===== src/hdl/mau_pkg.sv =====
// Shared definitions for the modular arithmetic unit.
// Operation codes, reset modulus and the command/status structs between
// controller and datapath. No dependencies.
package mau_pkg;

	// operation codes carried in the input tuser
	localparam logic [2:0] KIND_ADD = 3'd0;
	localparam logic [2:0] KIND_SUB = 3'd1;
	localparam logic [2:0] KIND_MUL = 3'd2;
	localparam logic [2:0] KIND_DIV = 3'd3;
	localparam logic [2:0] KIND_NEG = 3'd4;
	localparam logic [2:0] KIND_EQ  = 3'd5;

	localparam logic [63:0] MODULUS_RESET = 64'd1000000007;

	typedef enum logic [1:0] {
		RES_NONE,
		RES_SIMPLE,
		RES_ACC,
		RES_NOINV
	} res_op_t;

	typedef struct packed {
		logic    load_in;      // capture operands, start reducing operand a
		logic    div_step;     // one restoring-division step
		logic    dbl_step;     // accumulator doubling mod m
		logic    add_step;     // conditional accumulator add mod m
		logic    mode_euc;     // divisor r1, addend t1, bit from quotient
		logic    red_a_store;  // reduced operand a is ready
		logic    start_b;      // start reducing operand b
		logic    red_b_store;  // reduced operand b is ready
		logic    mul_init;     // multiply a by b
		logic    inv_init;     // multiply a by the inverse
		logic    euc_init;     // seed the extended Euclidean loop
		logic    euc_div_init; // start dividing r0 by r1
		logic    euc_update;   // shift remainders and coefficients
		res_op_t res_op;
		logic    out_load;
	} dp_cmd_t;

	typedef struct packed {
		logic       r1_zero;
		logic       r0_one;
		logic [2:0] kind;
	} dp_stat_t;

endpackage


===== src/hdl/mau_datapath.sv =====
// Datapath of the modular arithmetic unit: modulus register, restoring
// divider, double-and-add accumulator, Euclidean registers and result.
// Depends on mau_pkg; driven by mau_ctrl commands.
module mau_datapath #(
	parameter int W = 31
) (
	input  logic              clk,
	input  logic              arst_n,
	input  logic              cfg_wen,
	input  logic [W-1:0]      cfg_wdata,
	input  logic [2:0]        in_kind,
	input  logic [W-1:0]      in_a,
	input  logic [W-1:0]      in_b,
	input  mau_pkg::dp_cmd_t  cmd,
	output mau_pkg::dp_stat_t stat,
	output logic [W-1:0]      out_value,
	output logic              out_eq,
	output logic              out_noinv
);
	import mau_pkg::*;

	logic [W-1:0] m_q, m_eff;
	logic         m_small;
	logic [2:0]   kind_q;
	logic [W-1:0] a_q, b_q;
	logic [W-1:0] dn_q, rem_q, rem_nxt, divisor;
	logic         qbit_q, rem_ge;
	logic [W:0]   rem_sh, rem_dif;
	logic [W-1:0] acc_q, mb_q, addend, dbl_nxt, sum_nxt, t2;
	logic [W:0]   dbl, dbl_dif, sum, sum_dif, t_dif;
	logic         add_bit;
	logic [W-1:0] r0_q, r1_q, t0_q, t1_q;
	logic [W-1:0] res_val_q;
	logic         res_eq_q, res_noinv_q;
	logic [W-1:0] add_v, sub_v, neg_v, simple_v;
	logic [W:0]   s_add, s_add_dif, s_sub;

	always_ff @(posedge clk or negedge arst_n) begin
		if (!arst_n) begin
			m_q <= MODULUS_RESET[W-1:0];
		end else if (cfg_wen) begin
			m_q <= cfg_wdata;
		end
	end

	// modulus zero or one behaves as one
	assign m_small = (m_q[W-1:1] == '0);
	assign m_eff   = m_small ? W'(1) : m_q;

	// restoring division, one quotient bit per step
	assign divisor = cmd.mode_euc ? r1_q : m_eff;
	assign rem_sh  = {rem_q, dn_q[W-1]};
	assign rem_dif = rem_sh - {1'b0, divisor};
	assign rem_ge  = (rem_sh >= {1'b0, divisor});
	assign rem_nxt = rem_ge ? rem_dif[W-1:0] : rem_sh[W-1:0];

	// double-and-add accumulator, every value kept below m
	assign dbl     = {acc_q, 1'b0};
	assign dbl_dif = dbl - {1'b0, m_eff};
	assign dbl_nxt = (dbl >= {1'b0, m_eff}) ? dbl_dif[W-1:0] : dbl[W-1:0];
	assign addend  = cmd.mode_euc ? t1_q : a_q;
	assign add_bit = cmd.mode_euc ? qbit_q : mb_q[W-1];
	assign sum     = {1'b0, acc_q} + {1'b0, addend};
	assign sum_dif = sum - {1'b0, m_eff};
	assign sum_nxt = (sum >= {1'b0, m_eff}) ? sum_dif[W-1:0] : sum[W-1:0];

	// next Bezout coefficient: t0 - q*t1 mod m
	assign t_dif = {1'b0, t0_q} - {1'b0, acc_q} + ((t0_q < acc_q) ? {1'b0, m_eff} : '0);
	assign t2    = t_dif[W-1:0];

	// simple operations on reduced operands, computed combinationally
	assign s_add     = {1'b0, a_q} + {1'b0, b_q};
	assign s_add_dif = s_add - {1'b0, m_eff};
	assign add_v     = (s_add >= {1'b0, m_eff}) ? s_add_dif[W-1:0] : s_add[W-1:0];
	assign s_sub     = {1'b0, a_q} - {1'b0, b_q} + ((a_q < b_q) ? {1'b0, m_eff} : '0);
	assign sub_v     = s_sub[W-1:0];
	assign neg_v     = (a_q == '0) ? '0 : (m_eff - a_q);

	always_comb begin
		unique case (kind_q)
			KIND_ADD: simple_v = add_v;
			KIND_SUB: simple_v = sub_v;
			KIND_NEG: simple_v = neg_v;
			default:  simple_v = '0;
		endcase
	end

	always_ff @(posedge clk) begin
		if (cmd.load_in) begin
			kind_q <= in_kind;
			a_q    <= in_a;
			b_q    <= in_b;
		end
		if (cmd.red_a_store) a_q <= rem_nxt;
		if (cmd.red_b_store) b_q <= rem_nxt;

		// divider: a start overrides the step of the same cycle
		if (cmd.load_in) begin
			dn_q  <= in_a;
			rem_q <= '0;
		end else if (cmd.start_b) begin
			dn_q  <= b_q;
			rem_q <= '0;
		end else if (cmd.euc_div_init) begin
			dn_q  <= r0_q;
			rem_q <= '0;
		end else if (cmd.div_step) begin
			dn_q  <= {dn_q[W-2:0], 1'b0};
			rem_q <= rem_nxt;
		end
		if (cmd.div_step) qbit_q <= rem_ge;

		// accumulator
		if (cmd.mul_init || cmd.inv_init || cmd.euc_div_init) begin
			acc_q <= '0;
		end else if (cmd.dbl_step) begin
			acc_q <= dbl_nxt;
		end else if (cmd.add_step && add_bit) begin
			acc_q <= sum_nxt;
		end
		if (cmd.mul_init) begin
			mb_q <= b_q;
		end else if (cmd.inv_init) begin
			mb_q <= t0_q;
		end else if (cmd.add_step && !cmd.mode_euc) begin
			mb_q <= {mb_q[W-2:0], 1'b0};
		end

		// extended Euclidean registers
		if (cmd.euc_init) begin
			r0_q <= m_eff;
			r1_q <= b_q;
			t0_q <= '0;
			t1_q <= m_small ? '0 : W'(1);
		end else if (cmd.euc_update) begin
			r0_q <= r1_q;
			r1_q <= rem_q;
			t0_q <= t1_q;
			t1_q <= t2;
		end

		unique case (cmd.res_op)
			RES_SIMPLE: begin
				res_val_q   <= simple_v;
				res_eq_q    <= (kind_q == KIND_EQ) && (a_q == b_q);
				res_noinv_q <= 1'b0;
			end
			RES_ACC: begin
				// take the final add of the same cycle
				res_val_q   <= add_bit ? sum_nxt : acc_q;
				res_eq_q    <= 1'b0;
				res_noinv_q <= 1'b0;
			end
			RES_NOINV: begin
				res_val_q   <= '0;
				res_eq_q    <= 1'b0;
				res_noinv_q <= 1'b1;
			end
			default: begin
			end
		endcase

		if (cmd.out_load) begin
			out_value <= res_val_q;
			out_eq    <= res_eq_q;
			out_noinv <= res_noinv_q;
		end
	end

	assign stat.r1_zero = (r1_q == '0);
	assign stat.r0_one  = (r0_q == W'(1));
	assign stat.kind    = kind_q;

endmodule


===== src/hdl/mau_ctrl.sv =====
// Controller of the modular arithmetic unit: sequences reduction,
// multiplication and the inverse loop, and owns the handshakes.
// Depends on mau_pkg; commands mau_datapath.
module mau_ctrl #(
	parameter int W = 31
) (
	input  logic              clk,
	input  logic              arst_n,
	input  logic              in_valid,
	output logic              in_ready,
	output logic              out_valid,
	input  logic              out_ready,
	input  mau_pkg::dp_stat_t stat,
	output mau_pkg::dp_cmd_t  cmd
);
	import mau_pkg::*;

	localparam int CW = (W > 1) ? $clog2(W) : 1;

	typedef enum logic [3:0] {
		S_IDLE,
		S_RED_A,
		S_RED_B,
		S_DISPATCH,
		S_MUL_DBL,
		S_MUL_ADD,
		S_EUC_CHK,
		S_EUC_DIV,
		S_EUC_ADD,
		S_EUC_UPD,
		S_DONE
	} state_t;

	state_t        state_q, state_nxt;
	logic [CW-1:0] cnt_q, cnt_nxt;
	logic          out_valid_q;
	logic          last;

	assign last      = (cnt_q == '0);
	assign in_ready  = (state_q == S_IDLE);
	assign out_valid = out_valid_q;

	always_comb begin
		cmd       = '0;
		state_nxt = state_q;
		cnt_nxt   = cnt_q;
		unique case (state_q)
			S_IDLE: begin
				if (in_valid) begin
					cmd.load_in = 1'b1;
					cnt_nxt     = CW'(W - 1);
					state_nxt   = S_RED_A;
				end
			end
			S_RED_A: begin
				cmd.div_step = 1'b1;
				if (last) begin
					cmd.red_a_store = 1'b1;
					cmd.start_b     = 1'b1;
					cnt_nxt         = CW'(W - 1);
					state_nxt       = S_RED_B;
				end else begin
					cnt_nxt = cnt_q - 1'b1;
				end
			end
			S_RED_B: begin
				cmd.div_step = 1'b1;
				if (last) begin
					cmd.red_b_store = 1'b1;
					state_nxt       = S_DISPATCH;
				end else begin
					cnt_nxt = cnt_q - 1'b1;
				end
			end
			S_DISPATCH: begin
				if (stat.kind == KIND_MUL) begin
					cmd.mul_init = 1'b1;
					cnt_nxt      = CW'(W - 1);
					state_nxt    = S_MUL_DBL;
				end else if (stat.kind == KIND_DIV) begin
					cmd.euc_init = 1'b1;
					state_nxt    = S_EUC_CHK;
				end else begin
					cmd.res_op = RES_SIMPLE;
					state_nxt  = S_DONE;
				end
			end
			S_MUL_DBL: begin
				cmd.dbl_step = 1'b1;
				state_nxt    = S_MUL_ADD;
			end
			S_MUL_ADD: begin
				cmd.add_step = 1'b1;
				if (last) begin
					cmd.res_op = RES_ACC;
					state_nxt  = S_DONE;
				end else begin
					cnt_nxt   = cnt_q - 1'b1;
					state_nxt = S_MUL_DBL;
				end
			end
			S_EUC_CHK: begin
				priority if (stat.r1_zero && stat.r0_one) begin
					cmd.inv_init = 1'b1;
					cnt_nxt      = CW'(W - 1);
					state_nxt    = S_MUL_DBL;
				end else if (stat.r1_zero) begin
					cmd.res_op = RES_NOINV;
					state_nxt  = S_DONE;
				end else begin
					cmd.euc_div_init = 1'b1;
					cnt_nxt          = CW'(W - 1);
					state_nxt        = S_EUC_DIV;
				end
			end
			S_EUC_DIV: begin
				// quotient bit and accumulator doubling in parallel
				cmd.mode_euc = 1'b1;
				cmd.div_step = 1'b1;
				cmd.dbl_step = 1'b1;
				state_nxt    = S_EUC_ADD;
			end
			S_EUC_ADD: begin
				cmd.mode_euc = 1'b1;
				cmd.add_step = 1'b1;
				if (last) begin
					state_nxt = S_EUC_UPD;
				end else begin
					cnt_nxt   = cnt_q - 1'b1;
					state_nxt = S_EUC_DIV;
				end
			end
			S_EUC_UPD: begin
				cmd.euc_update = 1'b1;
				state_nxt      = S_EUC_CHK;
			end
			S_DONE: begin
				// hold until the output register is free
				if (!out_valid_q || out_ready) begin
					cmd.out_load = 1'b1;
					state_nxt    = S_IDLE;
				end
			end
			default: begin
				state_nxt = S_IDLE;
			end
		endcase
	end

	always_ff @(posedge clk or negedge arst_n) begin
		if (!arst_n) begin
			state_q     <= S_IDLE;
			cnt_q       <= '0;
			out_valid_q <= 1'b0;
		end else begin
			state_q <= state_nxt;
			cnt_q   <= cnt_nxt;
			if (cmd.out_load) begin
				out_valid_q <= 1'b1;
			end else if (out_ready) begin
				out_valid_q <= 1'b0;
			end
		end
	end

endmodule


===== src/hdl/modular_arithmetic_unit.sv =====
// Modular arithmetic unit: add, subtract, multiply, divide, negate and
// equality test in the integers modulo a programmable modulus (zero or
// one acts as one). One item is worked at a time; a finished result sits
// in the output register while the next item is taken. Both operands are
// first reduced by a shared restoring divider, one bit a cycle; for add,
// subtract, negate and equal test the result is then registered and shown,
// and the next item can be taken in the same cycle that it is shown.
// Multiply then runs a double-and-add loop. Divide runs the extended
// Euclidean loop, each round a bit-serial division fused with a multiply
// (at most about 1.44*W rounds), then a final multiply.
// Depends on mau_pkg, mau_ctrl and mau_datapath.
module modular_arithmetic_unit #(
	parameter int VALUE_WIDTH = 31
) (
	input  logic                                     clk,
	input  logic                                     arst_n,
	input  logic                                     cfg_wen,
	input  logic [VALUE_WIDTH-1:0]                   cfg_wdata,  // modulus
	input  logic                                     s_tvalid,
	output logic                                     s_tready,
	input  logic [((2*VALUE_WIDTH+7)/8)*8-1:0]       s_tdata,    // operand_a, operand_b
	input  logic [2:0]                               s_tuser,    // kind
	output logic                                     m_tvalid,
	input  logic                                     m_tready,
	output logic [((VALUE_WIDTH+7)/8)*8-1:0]         m_tdata,    // value
	output logic [1:0]                               m_tuser     // is_equal, no_inverse
);
	import mau_pkg::*;

	localparam int W      = VALUE_WIDTH;
	localparam int OUT_DW = ((VALUE_WIDTH + 7) / 8) * 8;

	dp_cmd_t      cmd;
	dp_stat_t     stat;
	logic [W-1:0] out_value;
	logic         out_eq, out_noinv;

	mau_ctrl #(
		.W(W)
	) u_ctrl (
		.clk       (clk),
		.arst_n    (arst_n),
		.in_valid  (s_tvalid),
		.in_ready  (s_tready),
		.out_valid (m_tvalid),
		.out_ready (m_tready),
		.stat      (stat),
		.cmd       (cmd)
	);

	mau_datapath #(
		.W(W)
	) u_datapath (
		.clk       (clk),
		.arst_n    (arst_n),
		.cfg_wen   (cfg_wen),
		.cfg_wdata (cfg_wdata),
		.in_kind   (s_tuser),
		.in_a      (s_tdata[W-1:0]),
		.in_b      (s_tdata[2*W-1:W]),
		.cmd       (cmd),
		.stat      (stat),
		.out_value (out_value),
		.out_eq    (out_eq),
		.out_noinv (out_noinv)
	);

	assign m_tdata = OUT_DW'(out_value);
	assign m_tuser = {out_noinv, out_eq};

endmodule


===== config.mk =====
export PLATFORM = sky130hd
export DESIGN_NAME = modular_arithmetic_unit
export DESIGN_NICKNAME = d
export VERILOG_FILES = /design/src/hdl/mau_pkg.sv /design/src/hdl/mau_datapath.sv /design/src/hdl/mau_ctrl.sv /design/src/hdl/modular_arithmetic_unit.sv
export SDC_FILE = /design/constraint.sdc
export NUM_CORES = 2
export LEC_CHECK = 0
export ABC_CLOCK_PERIOD_IN_PS = 9700
export BUFFER_PORTS_ARGS = -buffer_cell sky130_fd_sc_hd__buf_2
export CAP_MARGIN = 10
export CORE_AREA = 5 5 245 247
export CTS_BUF_LIST = sky130_fd_sc_hd__clkbuf_4
export CTS_CLUSTER_SIZE = 30
export DETAILED_ROUTE_END_ITERATION = 10
export DIE_AREA = 0 0 250 252
export PLACE_DENSITY = 0.92
export RECOVER_POWER = 100
export REMOVE_ABC_BUFFERS = 1
export SLEW_MARGIN = 25
export SYNTH_ARGS = -nofsm -noshare
export SYNTH_HDL_FRONTEND = slang
export SYNTH_HIERARCHICAL = 1
export SYNTH_SLANG_ARGS = --single-unit

===== constraint.sdc =====
create_clock -name clk -period 9.7 [get_ports clk]
set_input_delay 0.97 -clock clk [delete_from_list [all_inputs] [get_ports clk]]
set_output_delay 0.97 -clock clk [all_outputs]
set_load 0.01 [all_outputs]

==> results by group <==
Status
  – Status: complete, but fails checks
  – Failing checks: max-capacitance violations, max-slew violations

Clocking
  – Num CTS Buffers: 109
  – Clock root buffer: clkbuf_4
  – Clock Sink Count: 421
  – Post-CTS setup buffer count: 0
  – CTS max path bufs: 3
  – Hold Buf Count CTS: 0
  – CTS H-tree depth: 3
  – Clock Pin Slew Worst Setup and Hold Paths: 70 ps
  – CTS tree: yes
  – Worst-Skew Late Latency: around 960 ps
  – Post_cts resized: 0

Critical path
  – Max FO, Critical Path: 45
  – CP Class: reg2reg
  – Critical Path RT: between 10000 and 15000 ps
  – Critical Path End Type: flip-flop
  – Critical Path Start Type: flip-flop
  – CP Data Arrival Time: a little over 9000 ps

GRT
  – First-pass GRT wire length: 184 mm
  – All-layer global routing usage: 0.367
  – Number of global-route vias before repair: 34100
  – Global route overflow: 0
  – Initial antenna violation count: 3
  – Largest net degree at the start of global routing: 71

Die
  – Die Span Y: about 250 µm
  – Full die area: 63000 µm²
  – Cell Rows: 88
  – Top Ports: 139
  – Core Region: between 50000 and 60000 µm²
  – Die X-Extent: between 200 and 300 µm
  – Initial Util: 0.656

Power and ir drop
  – Tot Pwr: 5910 µW
  – P_leak: 0.0167 µW
  – Pwr dens: 147 nW/µm²
  – Maximum VDD drop: about 160 µV

Detailed routing
  – Routed via count: 35200
  – Residual DRC count: 0
  – Final wirelength: 120 mm
  – First drt pass iteration count: 8
  – Avg WL per Cell: 22.6 µm
  – Post-route ant nets: 0
  – Vias per cell: 6.62
  – First DRT Iteration DRCs: 4806

Synth
  – Share of flip-flops with an asynchronous set or reset: 0.0974
  – Seq cells post-synth: 421
  – Unique masters post-synth: 107
  – Post-synth EDFFs: 287
  – Synthesis Warnings: 6
  – Top FF cell, synth: edfxtp_1
  – Syn Area/Cell: 8.61 µm²
  – Mapped Cells: 4368
  – Sequential cell area fraction in the yosys report: 0.306
  – Synthesized cell area: between 30000 and 40000 µm²

Place
  – Number of port buffers: 135
  – Post-detail-place hpwl: between 90 and 100 mm
  – Dpl cells: around 5100
  – GPL Wtd Cong: 1.03

Timing
  – Worst Tran Pin Value: 3740 ps
  – Crit path time final: 8720 ps
  – Period utilization: 0.899
  – Hold Slack: 250 ps
  – Slew margin rel.: -1.49
  – Clock skew: around 110 ps
  – Peak Freq: 115 MHz
  – Fin. Hold Viols: 0
  – Pins Over Slew Limit: about 750
  – RSZ-0062 raised after global routing: no
  – Final setup fails: 0

Flow run
  – Total of max-cap violations: 18

Finish
  – Final non-filler cell total: 5309
  – Layout cells sized above 1: 0.100
  – Fillers: 4398
  – Synth-to-layout area growth: 6.90%
  – Nets: 4956

Hold path
  – Hold crit path type: in2reg
## per-stage QoR
stage	area, µm²	setup slack, ps	utilization	TNS (ps)
2_1_floorplan	36800	-4320	-	-396160
3_3_place_gp	38800	1810	0.677	0
3_5_place_dp	38800	1610	0.677	0
4_1_cts	40300	1610	0.703	0
5_1_grt	40200	609	0.701	0
6_report	40200	982	0.701	0
## final cells by class
type,instances,area [µm²],area share
Sequential cell,421,11500,0.287
Timing Repair Buffer,172,846,0.0210
Clock inverter,48,334,0.00831
Antenna cell,2,5.00,0.000124
Multi-Input combinational cell,3371,24000,0.596
Tap cell,765,957,0.0238
Inverter,370,1390,0.0345
Clock buffer,160,1200,0.0299
## path summary, 6_finish.rpt
| kind | startpoint | endpoint | slack (ps) | cells after the start |
|---|---|---|---|---|
| setup / recovery | u_ctrl/state_q[2] | u_datapath/a_q[19] | 980 | 19 |
| hold / removal | s_tuser[0] | u_datapath/kind_q[0] | 250 | 1 |
| setup reg to reg | u_ctrl/state_q[2] | u_datapath/a_q[19] | 980 | 19 |
| hold reg to reg | u_datapath/res_val_q[17] | u_datapath/out_value[17] | 410 | 0 |
| max in group asynchronous | arst_n | u_datapath/m_q[26] | 7360 | 1 |
| min in group asynchronous | arst_n | u_datapath/m_q[18] | 830 | 1 |
## layout by cell type, fill, tap and decap left out, drive strengths merged, types with 18 or more instances in the layout
cell    instances
o21bai         34
mux2i         165
nand2b         42
or2            21
dfxtp          93
clkbuf        215
o21ai         335
mux2           78
inv           370
a31oi          34
o31ai          20
xor2           75
nand3          68
xnor2         151
a211oi         74
clkinv         42
a211o          22
edfxtp        287
nand2         373
a21oi         384
a21o          114
nor3           68
dfrtp          25
o211ai         35
o21a           32
nor4           40
nor2          397
o22ai          30
or3            26
nand4          43
ha            341
and3           18
nor2b          39
a22oi          31
fa             67
buf           117
## power breakdown
group	internal [µW]	total [µW]	switching, µW
Clock	895	1710	812
Combinational	813	2040	1220
Sequential	2040	2170	127
Total	3750	5910	2160
## Yosys cell counts (all sizes together), types with 68 or more instances
master | number | area (µm²)
nor3 | 68 | 345
mux2i | 165 | 1650
xor2 | 75 | 657
nand2 | 373 | 1400
dfxtp | 93 | 1860
a211oi | 74 | 556
mux2 | 78 | 882
nor2 | 397 | 1490
o21ai | 335 | 1680
nand3 | 68 | 340
xnor2 | 151 | 1320
a21o | 114 | 856
a21oi | 384 | 1930
clkbuf | 165 | 619
edfxtp | 287 | 8620
inv | 370 | 1390
ha | 341 | 4270
## cells by family (layout without fill, tap and decap cells)
| family | Yosys count | after routing | share of synthesized area |
|---|---|---|---|
| buffers and inverters | 576 | 750 | 0.0595 |
| xor gates and xnor gates | 226 | 226 | 0.0526 |
| AOI/OAI and AO/OA | 1294 | 1294 | 0.218 |
| adders and majority gates | 408 | 408 | 0.149 |
| and+or+nand+nor | 1199 | 1199 | 0.147 |
| muxes | 243 | 243 | 0.0674 |
| DFF | 421 | 421 | 0.306 |
| other | 1 | 3 | 0.0000997 |
## routing by layer
metal  wire, µm  GRT usage  share of wire  vias to the layer above
li1           -          -              -                    16000
met1      44600      0.478           0.37                    16400
met2      52500      0.580           0.44                     2341
met3      15400     0.0748           0.13                      435
met4       7670      0.201          0.064                        0
met5          0          0              0                        -
## critical path: stages (launching register included)
cell      delay [ps]
dfrtp_1          800
nand2_1          360
o21ai_4          680
clkbuf_1         750
buf_4            720
mux2_2           420
ha_1             230
fa_1             400
nor2b_1          240
o21ai_0          150
a21boi_0         330
o31ai_1          170
a31oi_1          500
a21oi_1          290
o21a_1           250
o211a_1          390
inv_2            810
nor2_1            70
a31oi_1          520
a21oi_1          200
(Power assumes the default switching activity.)
